[config.mk]
export PLATFORM = sky130hd
export DESIGN_NAME = accessory_attach_detector_flat
export DESIGN_NICKNAME = d
export VERILOG_FILES = /design/src/sv/aad_pkg.sv /design/src/sv/aad_evt_if.sv /design/src/sv/aad_res_if.sv /design/src/sv/aad_cfg_if.sv /design/src/sv/accessory_attach_detector.sv /design/src/flat_wrapper.sv
export SDC_FILE = /design/constraint.sdc
export NUM_CORES = 1
export LEC_CHECK = 0
export BUFFER_PORTS_ARGS = -buffer_cell sky130_fd_sc_hd__buf_2
export CAP_MARGIN = 10
export CORE_UTILIZATION = 45
export CTS_CLUSTER_DIAMETER = 150
export DETAILED_ROUTE_END_ITERATION = 8
export PLACE_DENSITY_LB_ADDON = 0.3
export SLEW_MARGIN = 20
export SYNTH_ARGS = -nofsm -noshare
export SYNTH_HDL_FRONTEND = slang
export SYNTH_SLANG_ARGS = --single-unit
export TNS_END_PERCENT = 5
[constraint.sdc]
create_clock -name clk -period 5 [get_ports clk]
set_clock_uncertainty 0.05 [all_clocks]
set_input_delay 0.75 -clock clk [delete_from_list [all_inputs] [get_ports clk]]
set_output_delay 0.75 -clock clk [all_outputs]
set_load 0.005 [all_outputs]
[src/sv/aad_pkg.sv]
// Package for the accessory attach detector: field widths, codes, state type.
// No dependencies; used by the interfaces, the top level and the checker.
package aad_pkg;

    localparam int unsigned TimeW  = 48;
    localparam int unsigned MvW    = 12;
    localparam int unsigned DebW   = 22;
    localparam int unsigned PulseW = 16;
    localparam int unsigned LenW   = 32;
    localparam int unsigned FuncW  = 3;
    localparam int unsigned IdxW   = 3;
    localparam int unsigned CfgW   = 22;

    localparam logic [DebW-1:0] DelayMax = {DebW{1'b1}};

    typedef enum logic [FuncW-1:0] {
        FN_EDGE         = 3'd0,
        FN_EXPIRY       = 3'd1,
        FN_STARTUP      = 3'd2,
        FN_SHUTDOWN     = 3'd3,
        FN_FORCE_ATTACH = 3'd4,
        FN_FORCE_DETACH = 3'd5,
        FN_FORCE_RESET  = 3'd6,
        FN_UNUSED       = 3'd7
    } func_t;

    typedef enum logic [1:0] {
        ST_UNKNOWN      = 2'd0,
        ST_DISCONNECTED = 2'd1,
        ST_CONNECTED    = 2'd2
    } status_t;

    typedef enum logic [IdxW-1:0] {
        REG_ATTACH_MAX   = 3'd0,
        REG_DETACH_MIN   = 3'd1,
        REG_ASSERT_DEB   = 3'd2,
        REG_DEASSERT_DEB = 3'd3,
        REG_PULSE_MIN    = 3'd4,
        REG_PULSE_MAX    = 3'd5
    } reg_idx_t;

    localparam logic [MvW-1:0]    AttachMaxRst   = 12'd400;
    localparam logic [MvW-1:0]    DetachMinRst   = 12'd2700;
    localparam logic [DebW-1:0]   AssertDebRst   = 22'd350000;
    localparam logic [DebW-1:0]   DeassertDebRst = 22'd20000;
    localparam logic [PulseW-1:0] PulseMinRst    = 16'd400;
    localparam logic [PulseW-1:0] PulseMaxRst    = 16'd650;

endpackage

[src/sv/aad_evt_if.sv]
// Event channel (valid/ready) carrying one timestamped detector event.
// Depends on aad_pkg for field widths.
interface aad_evt_if;
    logic                        valid;
    logic                        ready;
    logic [aad_pkg::FuncW-1:0]   func;
    logic [aad_pkg::TimeW-1:0]   time_us;
    logic                        pin_level;
    logic [aad_pkg::MvW-1:0]     adc_mv;

    modport source (output valid, func, time_us, pin_level, adc_mv, input ready);
    modport sink   (input valid, func, time_us, pin_level, adc_mv, output ready);
endinterface

[src/sv/aad_res_if.sv]
// Result channel (valid/ready) carrying one detector status word.
// Depends on aad_pkg for field widths.
interface aad_res_if;
    logic                      valid;
    logic                      ready;
    logic [1:0]                dock_state;
    logic                      slate_mode;
    logic                      base_power_enable;
    logic                      wake_event;
    logic                      timer_request;
    logic [aad_pkg::DebW-1:0]  timer_delay_us;
    logic                      irq_enabled;

    modport source (output valid, dock_state, slate_mode, base_power_enable, wake_event,
                    timer_request, timer_delay_us, irq_enabled, input ready);
    modport sink   (input valid, dock_state, slate_mode, base_power_enable, wake_event,
                    timer_request, timer_delay_us, irq_enabled, output ready);
endinterface

[src/sv/aad_cfg_if.sv]
// Configuration write channel (valid/ready) with register index and data.
// Depends on aad_pkg for field widths.
interface aad_cfg_if;
    logic                      valid;
    logic                      ready;
    logic [aad_pkg::IdxW-1:0]  index;
    logic [aad_pkg::CfgW-1:0]  data;

    modport source (output valid, index, data, input ready);
    modport sink   (input valid, index, data, output ready);
endinterface

[src/sv/accessory_attach_detector.sv]
// Attach detector top level: event input register, one-pass update, result register.
// An accepted event word waits in the input register and is written to the result register once that is empty or taken.
// Throughput: one event word per cycle while the result side keeps taking words; the result register frees the input
// register whenever the result side takes a word or is empty.
// Reset (rst_n low, async): status unknown, deadline/pulse cleared, edges disabled,
// configuration back to defaults, both pipeline registers empty.
module accessory_attach_detector (
    input  logic          clk,
    input  logic          rst_n,
    aad_evt_if.sink       evt,
    aad_res_if.source     res,
    aad_cfg_if.sink       cfg
);

    // configuration
    logic [aad_pkg::MvW-1:0]    attach_max_reg;
    logic [aad_pkg::MvW-1:0]    detach_min_reg;
    logic [aad_pkg::DebW-1:0]   assert_deb_reg;
    logic [aad_pkg::DebW-1:0]   deassert_deb_reg;
    logic [aad_pkg::PulseW-1:0] pulse_min_reg;
    logic [aad_pkg::PulseW-1:0] pulse_max_reg;

    // detector state
    aad_pkg::status_t           status_reg, status_next;
    logic [aad_pkg::TimeW-1:0]  deadline_reg, deadline_next;
    logic [aad_pkg::TimeW-1:0]  start_reg, start_next;
    logic [aad_pkg::LenW-1:0]   length_reg, length_next;
    logic                       irq_on_reg, irq_on_next;

    // input register
    logic                       s1_valid_reg;
    aad_pkg::func_t             s1_func_reg;
    logic [aad_pkg::TimeW-1:0]  s1_time_reg;
    logic                       s1_pin_reg;
    logic [aad_pkg::MvW-1:0]    s1_mv_reg;

    // result register
    logic                       res_valid_reg;
    aad_pkg::status_t           res_status_reg;
    logic                       res_wake_reg, wake_next;
    logic                       res_treq_reg, treq_next;
    logic [aad_pkg::DebW-1:0]   res_delay_reg, delay_next;
    logic                       res_irq_reg;

    logic                       advance;
    logic                       evt_take;

    logic [aad_pkg::DebW-1:0]   deb;
    logic [aad_pkg::TimeW:0]    dl_sum;
    logic [aad_pkg::TimeW-1:0]  dl_sat;
    logic [aad_pkg::TimeW-1:0]  remain;
    logic [aad_pkg::TimeW-1:0]  elapsed;
    logic                       past_deadline;
    logic                       pulse_ok;

    assign advance  = s1_valid_reg && (!res_valid_reg || res.ready);
    assign evt.ready = !s1_valid_reg || advance;
    assign evt_take = evt.valid && evt.ready;
    assign cfg.ready = 1'b1;

    always_ff @(posedge clk or negedge rst_n) begin
        if (!rst_n) begin
            attach_max_reg   <= aad_pkg::AttachMaxRst;
            detach_min_reg   <= aad_pkg::DetachMinRst;
            assert_deb_reg   <= aad_pkg::AssertDebRst;
            deassert_deb_reg <= aad_pkg::DeassertDebRst;
            pulse_min_reg    <= aad_pkg::PulseMinRst;
            pulse_max_reg    <= aad_pkg::PulseMaxRst;
        end
        else if (cfg.valid) begin
            case (cfg.index)
                aad_pkg::REG_ATTACH_MAX:   attach_max_reg   <= cfg.data[aad_pkg::MvW-1:0];
                aad_pkg::REG_DETACH_MIN:   detach_min_reg   <= cfg.data[aad_pkg::MvW-1:0];
                aad_pkg::REG_ASSERT_DEB:   assert_deb_reg   <= cfg.data[aad_pkg::DebW-1:0];
                aad_pkg::REG_DEASSERT_DEB: deassert_deb_reg <= cfg.data[aad_pkg::DebW-1:0];
                aad_pkg::REG_PULSE_MIN:    pulse_min_reg    <= cfg.data[aad_pkg::PulseW-1:0];
                aad_pkg::REG_PULSE_MAX:    pulse_max_reg    <= cfg.data[aad_pkg::PulseW-1:0];
                default: ;
            endcase
        end
    end

    // shared datapath terms
    assign deb           = s1_pin_reg ? assert_deb_reg : deassert_deb_reg;
    assign dl_sum        = {1'b0, s1_time_reg} + {{(aad_pkg::TimeW+1-aad_pkg::DebW){1'b0}}, deb};
    assign dl_sat        = dl_sum[aad_pkg::TimeW] ? {aad_pkg::TimeW{1'b1}}
                                                  : dl_sum[aad_pkg::TimeW-1:0];
    assign past_deadline = deadline_reg <= s1_time_reg;
    assign remain        = deadline_reg - s1_time_reg;
    assign elapsed       = s1_time_reg - start_reg;
    assign pulse_ok      = (length_reg >= {16'd0, pulse_min_reg})
                        && (length_reg <= {16'd0, pulse_max_reg});

    always_comb begin
        status_next   = status_reg;
        deadline_next = deadline_reg;
        start_next    = start_reg;
        length_next   = length_reg;
        irq_on_next   = irq_on_reg;
        wake_next     = 1'b0;
        treq_next     = 1'b0;
        delay_next    = '0;
        case (s1_func_reg)
            aad_pkg::FN_EDGE: begin
                if (irq_on_reg) begin
                    if (past_deadline) begin
                        start_next  = (status_reg == aad_pkg::ST_CONNECTED && !s1_pin_reg)
                                    ? s1_time_reg : '0;
                        length_next = '0;
                        treq_next   = 1'b1;
                        delay_next  = deb;
                    end
                    else if (status_reg == aad_pkg::ST_CONNECTED && s1_pin_reg
                             && length_reg == '0 && start_reg != '0) begin
                        length_next = elapsed[aad_pkg::LenW-1:0];
                    end
                    else begin
                        start_next  = '0;
                        length_next = '0;
                    end
                    deadline_next = dl_sat;
                end
            end
            aad_pkg::FN_EXPIRY: begin
                if (!past_deadline) begin
                    treq_next  = 1'b1;
                    delay_next = (remain > {{(aad_pkg::TimeW-aad_pkg::DebW){1'b0}},
                                            aad_pkg::DelayMax})
                               ? aad_pkg::DelayMax : remain[aad_pkg::DebW-1:0];
                end
                else begin
                    // detached test wins when thresholds overlap
                    if (s1_mv_reg >= detach_min_reg) begin
                        status_next = aad_pkg::ST_DISCONNECTED;
                    end
                    else if (s1_mv_reg <= attach_max_reg) begin
                        if (status_reg != aad_pkg::ST_CONNECTED) begin
                            status_next = aad_pkg::ST_CONNECTED;
                        end
                        else begin
                            wake_next = pulse_ok;
                        end
                    end
                    else begin
                        wake_next = 1'b1;
                    end
                    irq_on_next = 1'b1;
                end
            end
            aad_pkg::FN_STARTUP: begin
                irq_on_next = 1'b1;
                treq_next   = 1'b1;
                delay_next  = {{(aad_pkg::DebW-aad_pkg::PulseW){1'b0}}, pulse_min_reg};
            end
            aad_pkg::FN_SHUTDOWN, aad_pkg::FN_FORCE_ATTACH, aad_pkg::FN_FORCE_DETACH: begin
                irq_on_next = 1'b0;
                status_next = aad_pkg::ST_DISCONNECTED;
            end
            aad_pkg::FN_FORCE_RESET: begin
                irq_on_next = 1'b1;
            end
            default: ;
        endcase
    end

    always_ff @(posedge clk or negedge rst_n) begin
        if (!rst_n) begin
            s1_valid_reg  <= 1'b0;
            res_valid_reg <= 1'b0;
            status_reg    <= aad_pkg::ST_UNKNOWN;
            deadline_reg  <= '0;
            start_reg     <= '0;
            length_reg    <= '0;
            irq_on_reg    <= 1'b0;
        end
        else begin
            if (evt.ready) begin
                s1_valid_reg <= evt.valid;
            end
            if (advance) begin
                res_valid_reg <= 1'b1;
                status_reg    <= status_next;
                deadline_reg  <= deadline_next;
                start_reg     <= start_next;
                length_reg    <= length_next;
                irq_on_reg    <= irq_on_next;
            end
            else if (res.ready) begin
                res_valid_reg <= 1'b0;
            end
        end
    end

    always_ff @(posedge clk) begin
        if (evt_take) begin
            s1_func_reg <= aad_pkg::func_t'(evt.func);
            s1_time_reg <= evt.time_us;
            s1_pin_reg  <= evt.pin_level;
            s1_mv_reg   <= evt.adc_mv;
        end
        if (advance) begin
            res_status_reg <= status_next;
            res_wake_reg   <= wake_next;
            res_treq_reg   <= treq_next;
            res_delay_reg  <= delay_next;
            res_irq_reg    <= irq_on_next;
        end
    end

    assign res.valid             = res_valid_reg;
    assign res.dock_state        = res_status_reg;
    assign res.slate_mode        = res_status_reg != aad_pkg::ST_CONNECTED;
    assign res.base_power_enable = res_status_reg == aad_pkg::ST_CONNECTED;
    assign res.wake_event        = res_wake_reg;
    assign res.timer_request     = res_treq_reg;
    assign res.timer_delay_us    = res_delay_reg;
    assign res.irq_enabled       = res_irq_reg;

endmodule

[src/flat_wrapper.sv]
// flat-port wrapper written by rule: the top's interface ports become plain ports
module accessory_attach_detector_flat 
  (clk, rst_n, evt_valid, evt_func, evt_time_us, evt_pin_level, evt_adc_mv, evt_ready, res_valid, res_dock_state, res_slate_mode, res_base_power_enable, res_wake_event, res_timer_request, res_timer_delay_us, res_irq_enabled, res_ready, cfg_valid, cfg_index, cfg_data, cfg_ready);
  aad_evt_if evt_i ();
  aad_res_if res_i ();
  aad_cfg_if cfg_i ();
  input  logic clk;
  input  logic rst_n;
  input wire logic [$bits(evt_i.valid)-1:0] evt_valid;
  input wire logic [$bits(evt_i.func)-1:0] evt_func;
  input wire logic [$bits(evt_i.time_us)-1:0] evt_time_us;
  input wire logic [$bits(evt_i.pin_level)-1:0] evt_pin_level;
  input wire logic [$bits(evt_i.adc_mv)-1:0] evt_adc_mv;
  output wire logic [$bits(evt_i.ready)-1:0] evt_ready;
  output wire logic [$bits(res_i.valid)-1:0] res_valid;
  output wire logic [$bits(res_i.dock_state)-1:0] res_dock_state;
  output wire logic [$bits(res_i.slate_mode)-1:0] res_slate_mode;
  output wire logic [$bits(res_i.base_power_enable)-1:0] res_base_power_enable;
  output wire logic [$bits(res_i.wake_event)-1:0] res_wake_event;
  output wire logic [$bits(res_i.timer_request)-1:0] res_timer_request;
  output wire logic [$bits(res_i.timer_delay_us)-1:0] res_timer_delay_us;
  output wire logic [$bits(res_i.irq_enabled)-1:0] res_irq_enabled;
  input wire logic [$bits(res_i.ready)-1:0] res_ready;
  input wire logic [$bits(cfg_i.valid)-1:0] cfg_valid;
  input wire logic [$bits(cfg_i.index)-1:0] cfg_index;
  input wire logic [$bits(cfg_i.data)-1:0] cfg_data;
  output wire logic [$bits(cfg_i.ready)-1:0] cfg_ready;
  assign evt_i.valid = evt_valid;
  assign evt_i.func = evt_func;
  assign evt_i.time_us = evt_time_us;
  assign evt_i.pin_level = evt_pin_level;
  assign evt_i.adc_mv = evt_adc_mv;
  assign evt_ready = evt_i.ready;
  assign res_valid = res_i.valid;
  assign res_dock_state = res_i.dock_state;
  assign res_slate_mode = res_i.slate_mode;
  assign res_base_power_enable = res_i.base_power_enable;
  assign res_wake_event = res_i.wake_event;
  assign res_timer_request = res_i.timer_request;
  assign res_timer_delay_us = res_i.timer_delay_us;
  assign res_irq_enabled = res_i.irq_enabled;
  assign res_i.ready = res_ready;
  assign cfg_i.valid = cfg_valid;
  assign cfg_i.index = cfg_index;
  assign cfg_i.data = cfg_data;
  assign cfg_ready = cfg_i.ready;
  accessory_attach_detector u_core (.clk(clk), .rst_n(rst_n), .evt(evt_i), .res(res_i), .cfg(cfg_i));
endmodule
==> results of run 1 <==
-- power by group through the flow --
stage | registers, µW | clock network, µW | logic (µW)
floorplan | 3590 | 0 | 3850
global placement | 3690 | 0 | 5130
detailed placement | 3710 | 0 | 5210
CTS | 3670 | 2720 | 5250
global route | 3740 | 2820 | 5850
finish | 3680 | 2670 | 5340
-- area by class of cell --
class / instances / area (µm²)
clock buffers: 54 / 1080
clock inverters: 15 / 109
fillers: 4055 / 21600
inverters: 159 / 597
multi-input cells: 1536 / 10700
flip-flops and latches: 324 / 8600
well taps: 592 / 741
repair buffers: 159 / 893
-- routing by layer --
layer	vias up	global-route usage (%)	share of wire, %
li1	7866	-	-
met1	8150	38.8	48
met2	625	38.2	43
met3	96	3.32	6.7
met4	0	7.02	2.4
met5	-	0	0
-- through the flow --
| step | power [µW] | hold WS [ps] | std cells | setup WS [ps] |
|---|---|---|---|---|
| 6_report | 11700 | 169 | 2839 | 388 |
| 5_1_grt | 12400 | 251 | 2839 | 70.8 |
| 4_1_cts | 11600 | 236 | 2839 | 423 |
| 3_5_place_dp | 8920 | 406 | 2770 | 445 |
| 3_3_place_gp | 8820 | 402 | 2770 | 536 |
| 2_1_floorplan | 7440 | 389 | 2108 | 1180 |
-- worst paths after layout --
check	from	endpoint	slack [ps]	depth (start not counted)
setup / recovery	u_core.s1_time_reg[1]	u_core.res.timer_delay_us[15]	390	13
hold / removal	rst_n	u_core.detach_min_reg[4]	170	1
setup reg to reg	u_core.s1_time_reg[1]	u_core.res.timer_delay_us[15]	390	13
hold reg to reg	u_core.length_reg[18]	u_core.length_reg[18]	420	2
max in group asynchronous	rst_n	u_core.assert_deb_reg[15]	3450	2
min in group clk	evt_adc_mv[1]	u_core.s1_mv_reg[1]	310	1
-- cell usage after synthesis (9+ instances only) --
cell type and n:
dfrtp_1 204, nand2_1 203, inv_1 159, ha_1 157
a21oi_1 124, nor2_1 111, o21ai_0 111, edfxtp_1 91
mux2_2 87, nand3_1 87, clkbuf_1 62, xnor2_1 54
a31oi_1 47, a21o_1 46, xor2_1 41, nor3_1 37
o21ai_1 36, nand2b_1 34, nand4_1 32, dfstp_2 29
nor4_1 29, o31ai_1 25, a22oi_1 22, a22oi_2 20
nor2b_1 19, nor3b_1 19, o21a_1 19, and3_1 17
buf_2 16, a211oi_1 14, and2_1 11, o21bai_1 10
o211ai_1 9
-- worst register-to-register path, cell delays in order (launching register included) --
cell      delay (ps)
edfxtp_1         440
inv_1            150
fa_1             480
nand3_1          110
a21oi_1          150
nor3_1           510
o21ai_1          290
a221oi_1         410
a31oi_1          210
a31o_2           350
nor2_2           680
a22oi_1          280
nor3b_1          220
a22oi_2          130
-- cell families after synthesis --
kind of cell / synth area share [%]
flip-flops: 42.5
XOR/XNOR: 4.11
AND/OR/NAND/NOR: 15.3
adder cells (fa/ha/maj): 10.0
buffers and inverters: 4.90
AO/OA/AOI/OAI: 18.1
multiplexers: 5.09
other: 0.0185
==> results.md, run 1 <==
Route:
- After detailed routing, the number of remaining DRC violations is 0.
- The number of detailed-routing iterations run before antenna repair is 6.
- The wire length after detailed routing is 58,800 µm.
- The count of nets left with antenna violations once routing finished came out at 0.
- In the final routed layout, each cell accounts on average for 20.7 µm.
- Summing over every cut layer, the via total after detailed routing is 16,700.
- In the routed layout, each cell is associated on average with a via count of 5.90.
- The initial DRC count is 1,698.

CTS:
- The CTS buffer count is 38.
- The number of buffers on the longest clock path is 3.
- For the worst-skew pair, the clock arrives at the later sink with an insertion delay of 560 ps.
- In this run the clock root is driven by a clkbuf_16.
- The sink count of the clock tree is 324.
- The post-CTS repair timing setup buffer count is 0.
- The post-cts resize count is 0.
- The TritonCTS clock tree is built.
- Clock-pin slew was measured on the worst setup and hold paths at 60 ps.
- The clock tree synthesis step divided the H-tree into 2 levels.
- In this run, post-CTS hold repair placed 0 buffers.

STA:
- The total count of max-transition violations in the final report is 0.
- The final hold violation count came to 0.
- The worst-case headroom to the max-slew limit is 31.8%.
- Setup violations remaining at the end of the flow were counted as 0.
- The routed design could run at a clock period as short as 4610 ps.
- Static timing analysis puts the maximum clock frequency at 217 MHz.
- The share of the clock period used by the worst path is 92.2%.
- Setup repair after global routing left no endpoint under its margin.
- At the pin with the least slew margin, the transition time is 1020 ps.
- After routing, the total negative slack on setup checks comes to 0 ps.

Yosys:
- The prevailing post-synth register cell is dfrtp_1.
- The async set-or-reset flop fraction in the synthesized netlist is 71.9%.
- The library cell with the largest summed area after synthesis is dfrtp_1.
- The number of enable-type register cells in the synthesized netlist is 91.
- During synthesis, Yosys emitted a total of 0 warnings.
- The synthesized design devotes to its leading area cell type 25.2% of total area.
- The cell area after synthesis is 0.0202 mm².
- The post-synthesis area per instance is 9.60 µm².
- Sorting the synthesized cells by area gives the leading types as dfrtp_1, edfxtp_1, ha_1.
- The gate count of the mapped netlist is 2,108.
- Sequential cells were found to cover 42.5% of the synthesized design area.
- Synthesis inferred 324 register bits.
- The number of nets in the synthesized netlist is 2,362.
- The number of unique standard cell types used by synthesis is 83.

Finish:
- The most common library cell in the layout ignoring fill and taps is dfrtp_1.
- The number of antenna diodes in the final layout is 0.
- The post-route netlist has 16.9% of its cells at a drive strength greater than 1.
- The core utilization of the finished layout is 51.3%.
- From synthesis to final layout, the design area changed by 12.3%.
- The net count of the finished layout is 2,472.
- Leaving out fill and tap cells, the most frequent cells in the layout are dfrtp_1, nand2_1, inv_1.
- The final instance area is 0.0227 mm².

Power:
- The power share of the sequential group is 31.5%.
- The worst-case IR drop observed on VDD is 281 µV.
- The internal power of the cells totals 6950 µW.
- In this run, the combinational gates consume 45.7% of the power.
- The analysis attributes to net switching a power of 4740 µW.
- Net switching is 40.5% of the power.
- For this design the ratio of total power to cell area is 514 mW/mm².
- Summed over all cells, the static leakage comes to 0.0100 µW.
- The share of total power dissipated in the clock network is 22.9%.

Setup path:
- Of all nets on the critical path, the largest fanout is 18.
- The required time of the worst setup path is 5360 ps.
- The worst setup path is of the reg2reg kind.
- Traced cell by cell, the critical path runs through inv_1, fa_1, nand3_1, a21oi_1, nor3_1, o21ai_1, a221oi_1, a31oi_1, a31o_2, nor2_2, a22oi_1, nor3b_1, a22oi_2.
- The stage delay of the slowest cell on the critical path is 680 ps.
- The sort of element at the start of the critical path is a flop.
- The cell at the slowest stage of the critical path is nor2_2.
- The kind of cell adding the most delay to the critical path is compound AO/OA/AOI/OAI gates.
- Together, buffers and inverters on the worst path number 1.
- Data arrives at the worst endpoint at 4970 ps.
- The endpoint class of the critical path is a flop.

Place:
- The estimated wirelength of the detail-placed design is 44,800 µm.
- The count of input and output buffers is 124.
- Summing all placed instances gives a cell area of 0.0215 mm².
- The routability congestion estimate from global placement is 0.974.

Global route:
- The sum of overflow across all layers after global routing is 0.
- The global router's overall resource usage is 25.6%.
- The via count of the first global-routing pass is 16,200.
- The initial antenna violation count came to 0.
- The first global-routing pass estimated 92,300 µm of wire.
- The largest net degree at the start of global routing is 117.

Worst hold path:
- The kind of path behind the tightest hold check is in2async.

Floorplanning:
- The die is 214 µm wide.
- The die extent in y is 214 µm.
- Once the floorplan was initialized, standard cells occupied 45.7% of the core.
- The number of standard-cell rows in the floorplan is 77.
- The area inside the core boundary is 0.0443 mm².
- The full die area is 0.0458 mm².
- In this run the count of I/O pins placed on the die edge is 126.

Outcome:
- The run finished with clean final reports.

Job:
- The number of max-cap violations is 0.
Note: power is estimated with default switching activity, not from simulation.
==> run 2, diff against run 1 <==
--- a/config.mk
+++ b/config.mk
@@ -5,6 +5,7 @@
 export SDC_FILE = /design/constraint.sdc
 export NUM_CORES = 1
 export LEC_CHECK = 0
+export ABC_AREA = 1
 export BUFFER_PORTS_ARGS = -buffer_cell sky130_fd_sc_hd__buf_2
 export CAP_MARGIN = 10
 export CORE_UTILIZATION = 45
==> results.md, run 2 <==
Power:
- The power share of the sequential group was 29.5% (-2.0 points).
- The internal power consumption was 7380 µW (+6.3%).
- The proportion of power drawn by the clock network is 22.9% (about the same).
- The switching fraction of total power came to 43.6% (+3.1 points).
- The switching component of the power is 5710 µW (+21%).
- The combinational share of power came to 47.7% (+2.0 points).
- The worst ir drop on vdd was 355 µV (+26%).
- The leakage dissipation is 0.0126 µW (+26%).
- The total power is 13,100 µW (+12%).
- The total power per unit cell area came to 525 mW/mm² (+2.1%).

Route:
- The number of detailed-routing iterations run before antenna repair is 5 (-1).
- The average via count per standard cell was 5.27 (-11%).
- The residual DRC count is 0 (unchanged).
- The initial DRC count is 1,711 (+0.77%).
- The wire length after detailed routing is 69,100 µm (+17%).
- The vias after detailed routing is 20,500 (+23%).
- The count of antenna-violating nets left after detailed routing came to 0 (unchanged).
- The average detailed-routed wire length per instance came to 17.7 µm (-14%).

Global route:
- The first-pass GRT wire length is 108,000 µm (+17%).
- The largest net degree at the start of global routing is 97 (-17%).
- The via count of the first global-routing pass is 19,400 (+20%).
- The initial antenna violation count was 1 (+1).
- The sum of overflow across all layers after global routing is 0 (unchanged).
- The global router's overall resource usage is 27.8% (+2.2 points).

STA:
- The total count of max-transition violations in the final report was 0 (unchanged).
- The final number of setup-violating endpoints came to 0 (unchanged).
- The time the worst path needs with I/O delays and setup came to 4080 ps (-534 ps).
- The share of the clock period used by the worst path is 81.6% (-11 points).
- The aggregate negative setup slack is 0 ps (unchanged).
- The slew at the pin closest to its max-slew limit is 1040 ps (+19.8 ps).
- The worst-case headroom to the max-slew limit is 30.3% (-1.5 points).
- The timing-limited maximum frequency was 245 MHz (+13%).
- The final hold violation count is 0 (unchanged).
- Setup repair after global routing left no endpoint under its margin.

Finish:
- The storage element area is 0.00860 mm² (unchanged).
- The signed area change from the synthesized netlist to the final layout is 12.1%.
- The share of layout cells above drive strength 1 is 8.27% (-8.6 points).
- The library cell used most frequently in the layout, excluding fill and tap cells, is nand2_1.
- The multi-input logic area is 0.0113 mm² (+5.8%).
- Leaving out fill and tap cells, the most frequent cells in the layout are nand2_1, inv_1, o21ai_0.
- The post-layout net count came to 3,453 (+40%).
- The number of filler instances in the final layout is 4,975 (+23%).

Floorplanning:
- The top-level I/O count is 126 (unchanged).
- The die span in x was 224 µm (+4.8%).
- The full die area came to 0.0503 mm² (+9.8%).
- The die extent in y came to 224 µm (+4.8%).
- The area inside the core boundary is 0.0488 mm² (+10%).
- The initial core utilization is 45.5% (-0.12 points).
- The number of standard-cell rows in the floorplan is 81 (+5.2%).

Yosys:
- The largest family of logic cells by synthesized area is simple AND/OR/NAND/NOR gates.
- Ranked by instance count, the synthesized netlist is headed by nand2_1, inv_1, o21ai_0, nor2_1, dfrtp_1.
- The async set-or-reset flop fraction in the synthesized netlist came to 71.9% (unchanged).
- The xor/xnor share of the synthesized area came to 2.83% (-1.3 points).
- The complex-gate fraction of the synthesized area is 11.8% (-6.2 points).
- The gate count of the mapped netlist is 3,089 (+47%).
- The dominant cell by count in the synthesized netlist is nand2_1.
- The fraction of the yosys area taken by sequential cells is 38.7% (-3.8 points).
- The number of enable-type register cells in the synthesized netlist was 91 (unchanged).
- The post-synthesis area per instance came to 7.20 µm² (-25%).
- Among all flip-flop cells after synthesis, the most frequent one is dfrtp_1.
- The area fraction in and, or, nand and nor cells after synthesis is 27.1% (+12 points).
- The share of synthesized area spent on multiplexers came to 0% (-5.1 points).
- The number of unique standard cell types used by synthesis was 55 (-34%).
- The register bit count reported by yosys was 324 (unchanged).
- The number of warning messages in the yosys log is 0 (unchanged).
- The arithmetic-cell share of the synthesized area counting full adders, half adders and majority gates is 9.10% (-0.90 points).
- The cell area after synthesis is 0.0222 mm² (+9.9%).
- The area share of the largest cell type after synthesis is 22.9% (-2.3 points).
- The number of nets in the synthesized netlist is 3,343 (+42%).
- By area the synthesized netlist is led by dfrtp_1, nand2_1, edfxtp_1.
- The library cell with the largest summed area after synthesis is dfrtp_1.

CTS:
- The sink count of the clock tree came to 324 (unchanged).
- The number of H-tree branching levels came to 2 (unchanged).
- The post-cts resize count came to 0 (unchanged).
- The TritonCTS clock tree is built.
- The post-CTS repair timing setup buffer count is 0 (unchanged).
- The clock-pin slew on the worst setup and hold paths is 70 ps (about the same).
- The CTS buffer count is 38 (unchanged).
- The clock insertion delay at the later pin of the skew report is 580 ps (+20 ps).
- The buffer cell driving the clock tree root is clkbuf_16.
- The number of buffers on the longest clock path is 3 (unchanged).
- The number of buffers added to fix hold violations after cts is 0 (unchanged).

Setup path:
- The endpoint class of the critical path is a flop.
- The required time of the worst setup path was 5280 ps (-80 ps).
- The arrival time at the worst endpoint is 4350 ps (-620 ps).
- The worst setup path is launched from a flop.
- The highest fanout seen on the critical path is 22 (+4).
- The classification of the worst setup path is reg2reg.

Place:
- The count of input and output buffers is 124 (unchanged).
- The estimated wirelength of the detail-placed design is 54,900 µm (+23%).
- The routability congestion estimate from global placement came to 0.963 (-1.2%).

Worst hold path:
- The kind of path behind the tightest hold check is in2async.

Outcome:
- The flow ran to the end, and the final reports show no timing, DRC or antenna violations.

Job:
- The number of max-cap violations is 0 (unchanged).
==> run 2: cell count changes after synthesis, moves of 20 or more <==
cell	previous run	this run
a21o_1	46	9
a22oi_1	22	0
a22oi_2	20	0
inv_1	159	533
mux2_2	87	0
nand2_1	203	947
nand2b_1	34	0
nand3_1	87	112
nand4_1	32	101
nor2_1	111	208
o21ai_0	111	230
o21ai_1	36	3
o31ai_1	25	1
==> run 2: final timing paths <==
check	start	end	slack (ps)	depth (start not counted)
setup / recovery	u_core.s1_time_reg[0]	u_core.res.timer_delay_us[18]	920	16
hold / removal	rst_n	u_core.deadline_reg[39]	90	1
setup reg to reg	u_core.s1_time_reg[0]	u_core.res.timer_delay_us[18]	920	16
hold reg to reg	u_core.pulse_min_reg[12]	u_core.pulse_min_reg[12]	430	2
max in group asynchronous	rst_n	u_core.assert_deb_reg[18]	3820	2
min in group clk	evt_adc_mv[9]	u_core.s1_mv_reg[9]	290	1
==> run 2: layout make-up <==
cell class	instances	share of cell area [%]
clock inverter	20	0.948
multi-input combinational	2157	45.4
tap	664	3.33
clock buffer	50	4.53
antenna	1	0.0100
timing repair buffer	141	3.24
inverter	537	8.08
sequential	324	34.5
==> run 2: metal layers <==
layer  track usage (%)  share of wire, %  up-vias  routed length, µm
li1                  -                 -    10200                  -
met1              39.6                46     9480              31600
met2              42.3                43      685              30000
met3              4.94               7.8      122               5400
met4              9.74               3.1        0               2150
met5                 0                 0        -                  0
==> run 2: power by group through the flow <==
stage	Sequential (µW)	Clock (µW)	Combinational [µW]
after CTS	3850	3050	6180
after floorplan	3760	0	4440
after global placement	3870	0	6170
after detailed placement	3890	0	6150
final	3860	2990	6240
after global routing	3930	3150	7010
==> run 2: kinds of logic (layout without fill, tap and decap cells) <==
group           count (synthesis)  after routing
flops                         324            324
compound gates                475            475
simple gates                 1449           1449
xor+xnor                       72             72
fa+ha+maj                     160            160
buf+inv                       608            748
other cells                     1              2
==> run 2: worst max-delay path: stages, from the launching register on <==
cell,delay [ps]
edfxtp_1,500
ha_1,230
inv_1,100
fa_1,520
nand2_1,100
nand2_1,70
nand3_1,70
nand2_1,170
nand2_1,120
nand2_1,160
a21oi_2,230
xor2_1,170
nand3_1,150
nor3_4,840
nand3_1,170
nand2_1,110
nand2_1,60
==> run 2: through the flow <==
stage / hold WS [ps] / worst slack (ps) / cells / instance area, µm² / utilization (%)
6_report: 86.2 / 922 / 3894 / 24900 / 51.1
4_1_cts: 99.7 / 973 / 3893 / 24900 / 51.1
3_5_place_dp: 422 / 991 / 3823 / 23600 / 48.3
5_1_grt: 143 / 599 / 3894 / 24900 / 51.1
2_1_floorplan: 396 / 2140 / 3089 / 22200 / -
3_3_place_gp: 415 / 943 / 3822 / 23600 / 48.2
==> run 3, diff against run 2 <==
==> constraint.sdc (replaced) <==
create_clock -name clk -period 3.7 [get_ports clk]
set_clock_uncertainty 0.05 [all_clocks]
set_input_delay 0.555 -clock clk [delete_from_list [all_inputs] [get_ports clk]]
set_output_delay 0.555 -clock clk [all_outputs]
set_load 0.005 [all_outputs]
==> results.md, run 3 (synthesized netlist as in run 2, its figures left out) <==
Setup path:
- The worst register-to-register path begins at u_core.s1_time_reg[0].
- The highest fanout seen on the critical path came to 10 (-55%).
- The endpoint class of the critical path is a flop.
- The register-to-register setup slack is 190 ps (-740 ps).
- The required time of the worst setup path is 3960 ps (-1320 ps).
- The arrival time at the worst endpoint was 3780 ps (-570 ps).
- The classification of the worst setup path is reg2reg.
- The worst setup path is launched from a flop.
- The depth of the most critical reg-to-reg path came to 22 (+6).
- The capturing point of the worst reg2reg path is u_core.res.timer_delay_us[15].

Route:
- The count of antenna-violating nets left after detailed routing came to 0 (unchanged).
- The number of detailed-routing iterations run before antenna repair is 6 (+1).
- The vias after detailed routing is 20,700 (+0.85%).
- The wire length after detailed routing is 68,800 µm (-0.41%).
- The residual DRC count is 0 (unchanged).
- The initial DRC count is 1,778 (+3.9%).
- The average detailed-routed wire length per instance was 17.4 µm (-1.8%).
- The average via count per standard cell is 5.24 (-0.53%).

Place:
- The count of input and output buffers was 124 (unchanged).
- The routability congestion estimate from global placement is 1.03 (+7.0%).
- The post-detailed-placement cell area is 0.0240 mm² (+1.7%).
- The estimated wirelength of the detail-placed design came to 55,100 µm (+0.31%).

CTS:
- The sink count of the clock tree is 324 (unchanged).
- The CTS buffer count was 38 (unchanged).
- The clock insertion delay at the later pin of the skew report came to 560 ps (-20 ps).
- The tree is rooted in a clkbuf_16.
- The number of buffers on the longest clock path was 3 (unchanged).
- The clock-pin slew on the worst setup and hold paths is 60 ps (about the same).
- The TritonCTS clock tree is built.
- The number of H-tree branching levels is 2 (unchanged).
- The number of buffers added to fix hold violations after cts was 0 (unchanged).

STA:
- Setup repair after global routing left no endpoint under its margin.
- The total count of max-transition violations in the final report came to 0 (unchanged).
- The timing-limited maximum frequency is 285 MHz (+16%).
- The slew at the pin closest to its max-slew limit is 1140 ps (+93.6 ps).
- The share of the clock period used by the worst path is 95.0% (+13 points).
- The worst-case headroom to the max-slew limit is 24.1% (-6.3 points).
- The time the worst path needs with I/O delays and setup is 3510 ps (-564 ps).
- The aggregate negative setup slack is 0 ps (unchanged).
- The worst slack on hold paths is -51.1 ps (-137 ps).
- The final hold violation count came to 9 (+9).
- The final number of setup-violating endpoints was 0 (unchanged).

Outcome:
- The final reports fail on negative hold slack.
- The flow ran to the end, but the final reports show violations.

Global route:
- The first-pass GRT wire length was 108,000 µm (-0.33%).
- The largest net degree at the start of global routing is 102 (+5.2%).
- The via count of the first global-routing pass came to 19,700 (+1.5%).
- The sum of overflow across all layers after global routing came to 0 (unchanged).
- The initial antenna violation count was 0 (-1).
- The global router's overall resource usage is 27.6% (-0.20 points).

Power:
- The leakage dissipation is 0.0129 µW (+1.9%).
- The switching component of the power came to 7650 µW (+34%).
- The switching fraction of total power is 43.6% (-0.070 points).
- The worst ir drop on vdd is 355 µV (+0.18%).
- The total power per unit cell area is 694 mW/mm² (+32%).
- The internal power consumption came to 9910 µW (+34%).
- The power share of the sequential group is 29.9% (+0.4 points).
- The combinational share of power is 48.5% (+0.8 points).
- The proportion of power drawn by the clock network was 21.5% (-1.4 points).

Finish:
- The share of layout cells above drive strength 1 is 9.81% (+1.5 points).
- The final instance area was 0.0253 mm² (+1.5%).
- The number of filler instances in the final layout is 4,926 (-0.98%).
- The post-layout net count is 3,509 (+1.6%).
- The library cell used most frequently in the layout, excluding fill and tap cells, is nand2_1.
- The signed area change from the synthesized netlist to the final layout is 13.8%.
- The core utilization of the finished layout was 51.8% (+0.76 points).
- The storage element area came to 0.00860 mm² (unchanged).
- The library cells used most frequently in the layout, excluding fill and tap cells, are nand2_1, inv_1, o21ai_0.
- The multi-input logic area came to 0.0114 mm² (+0.35%).

Floorplanning:
- The die span in x came to 224 µm (unchanged).
- The number of standard-cell rows in the floorplan is 81 (unchanged).
- The full die area was 0.0503 mm² (unchanged).
- The area inside the core boundary is 0.0488 mm² (unchanged).
- The die extent in y is 224 µm (unchanged).
- The initial core utilization is 45.5% (unchanged).
- The top-level I/O count is 126 (unchanged).

Job:
- The number of max-cap violations was 0 (unchanged).

Worst hold path:
- The kind of path behind the tightest hold check is in2async.
run 3: cell count changes in the layout (fill, tap and decap cells not counted), moves of 4 or more:
cell,delta
o21ai_2,+4
o21ai_0,-6
clkbuf_1,+7
clkbuf_16,-4
clkinvlp_4,-4
buf_4,+54
run 3: area by class of cell:
| class | count | share of cell area, % |
|---|---|---|
| Multi-Input combinational cell | 2157 | 44.9 |
| Sequential cell | 324 | 34.0 |
| Inverter | 537 | 7.96 |
| Timing Repair Buffer | 197 | 4.95 |
| Clock buffer | 51 | 4.07 |
| Tap cell | 664 | 3.28 |
| Clock inverter | 17 | 0.875 |
| Antenna cell | 1 | 0.00989 |
run 3: power by group through the flow:
stage | clock network [µW] | registers [µW] | logic, µW
3_5_place_dp | 0 | 5300 | 8320
5_1_grt | 3990 | 5340 | 9620
6_report | 3780 | 5250 | 8520
2_1_floorplan | 0 | 5090 | 6000
4_1_cts | 3840 | 5240 | 8380
3_3_place_gp | 0 | 5270 | 8290
run 3: how the worst max path moves through the flow:
| stage | slack, ps | cells past startpoint | startpoint | end |
|---|---|---|---|---|
| 2_1_floorplan | 850 | 15 | u_core.s1_pin_reg | u_core.deadline_reg[37] |
| 3_3_place_gp | 20 | 22 | u_core.s1_time_reg[0] | u_core.res.timer_delay_us[10] |
| 3_5_place_dp | -2 | 22 | u_core.s1_time_reg[0] | u_core.res.timer_delay_us[14] |
| 4_1_cts | 40 | 22 | u_core.s1_time_reg[0] | u_core.res.timer_delay_us[14] |
| 5_1_grt | 2 | 21 | u_core.s1_time_reg[1] | u_core.res.timer_delay_us[15] |
| 6_report | 190 | 22 | u_core.s1_time_reg[0] | u_core.res.timer_delay_us[15] |
run 3: per-stage QoR:
stage	power (µW)	worst slack (ps)	hold WS [ps]	instances
global placement	13600	21.7	416	3872
floorplan	11100	846	209	3089
finish	17600	186	-51.1	3948
detailed placement	13600	-1.97	423	3872
CTS	17500	39.8	18.4	3940
global route	18900	2.26	15.7	3947
run 3: what timing repair did:
item / CTS / global route
gates resized for setup: 1 / 16
setup endpoints to repair: 1 / 22
setup buffers: 0 / 7
run 3: critical path, stage by stage, from the launching register on:
cell and delay, ps:
edfxtp_1 450, ha_1 260, inv_1 170, fa_2 310, nand2_1 60, nand2_1 80, and2_4 180, nand2_1 60
nand2_2 100, nand2_1 70, nand2_2 90, nand2_1 80, nand2_1 80, nand2_1 50, nand2_1 170, nand2_2 150
nand2_1 170, inv_1 80, buf_4 180, nand2_1 60, o21ai_1 140, inv_1 140, nand2_1 70
run 3: per-layer routing:
layer | up-vias | share of wire (%) | track usage (%)
li1 | 10300 | - | -
met2 | 785 | 43 | 42.0
met5 | - | 0 | 0
met4 | 0 | 2.8 | 8.12
met1 | 9462 | 46 | 39.5
met3 | 112 | 8.6 | 5.42
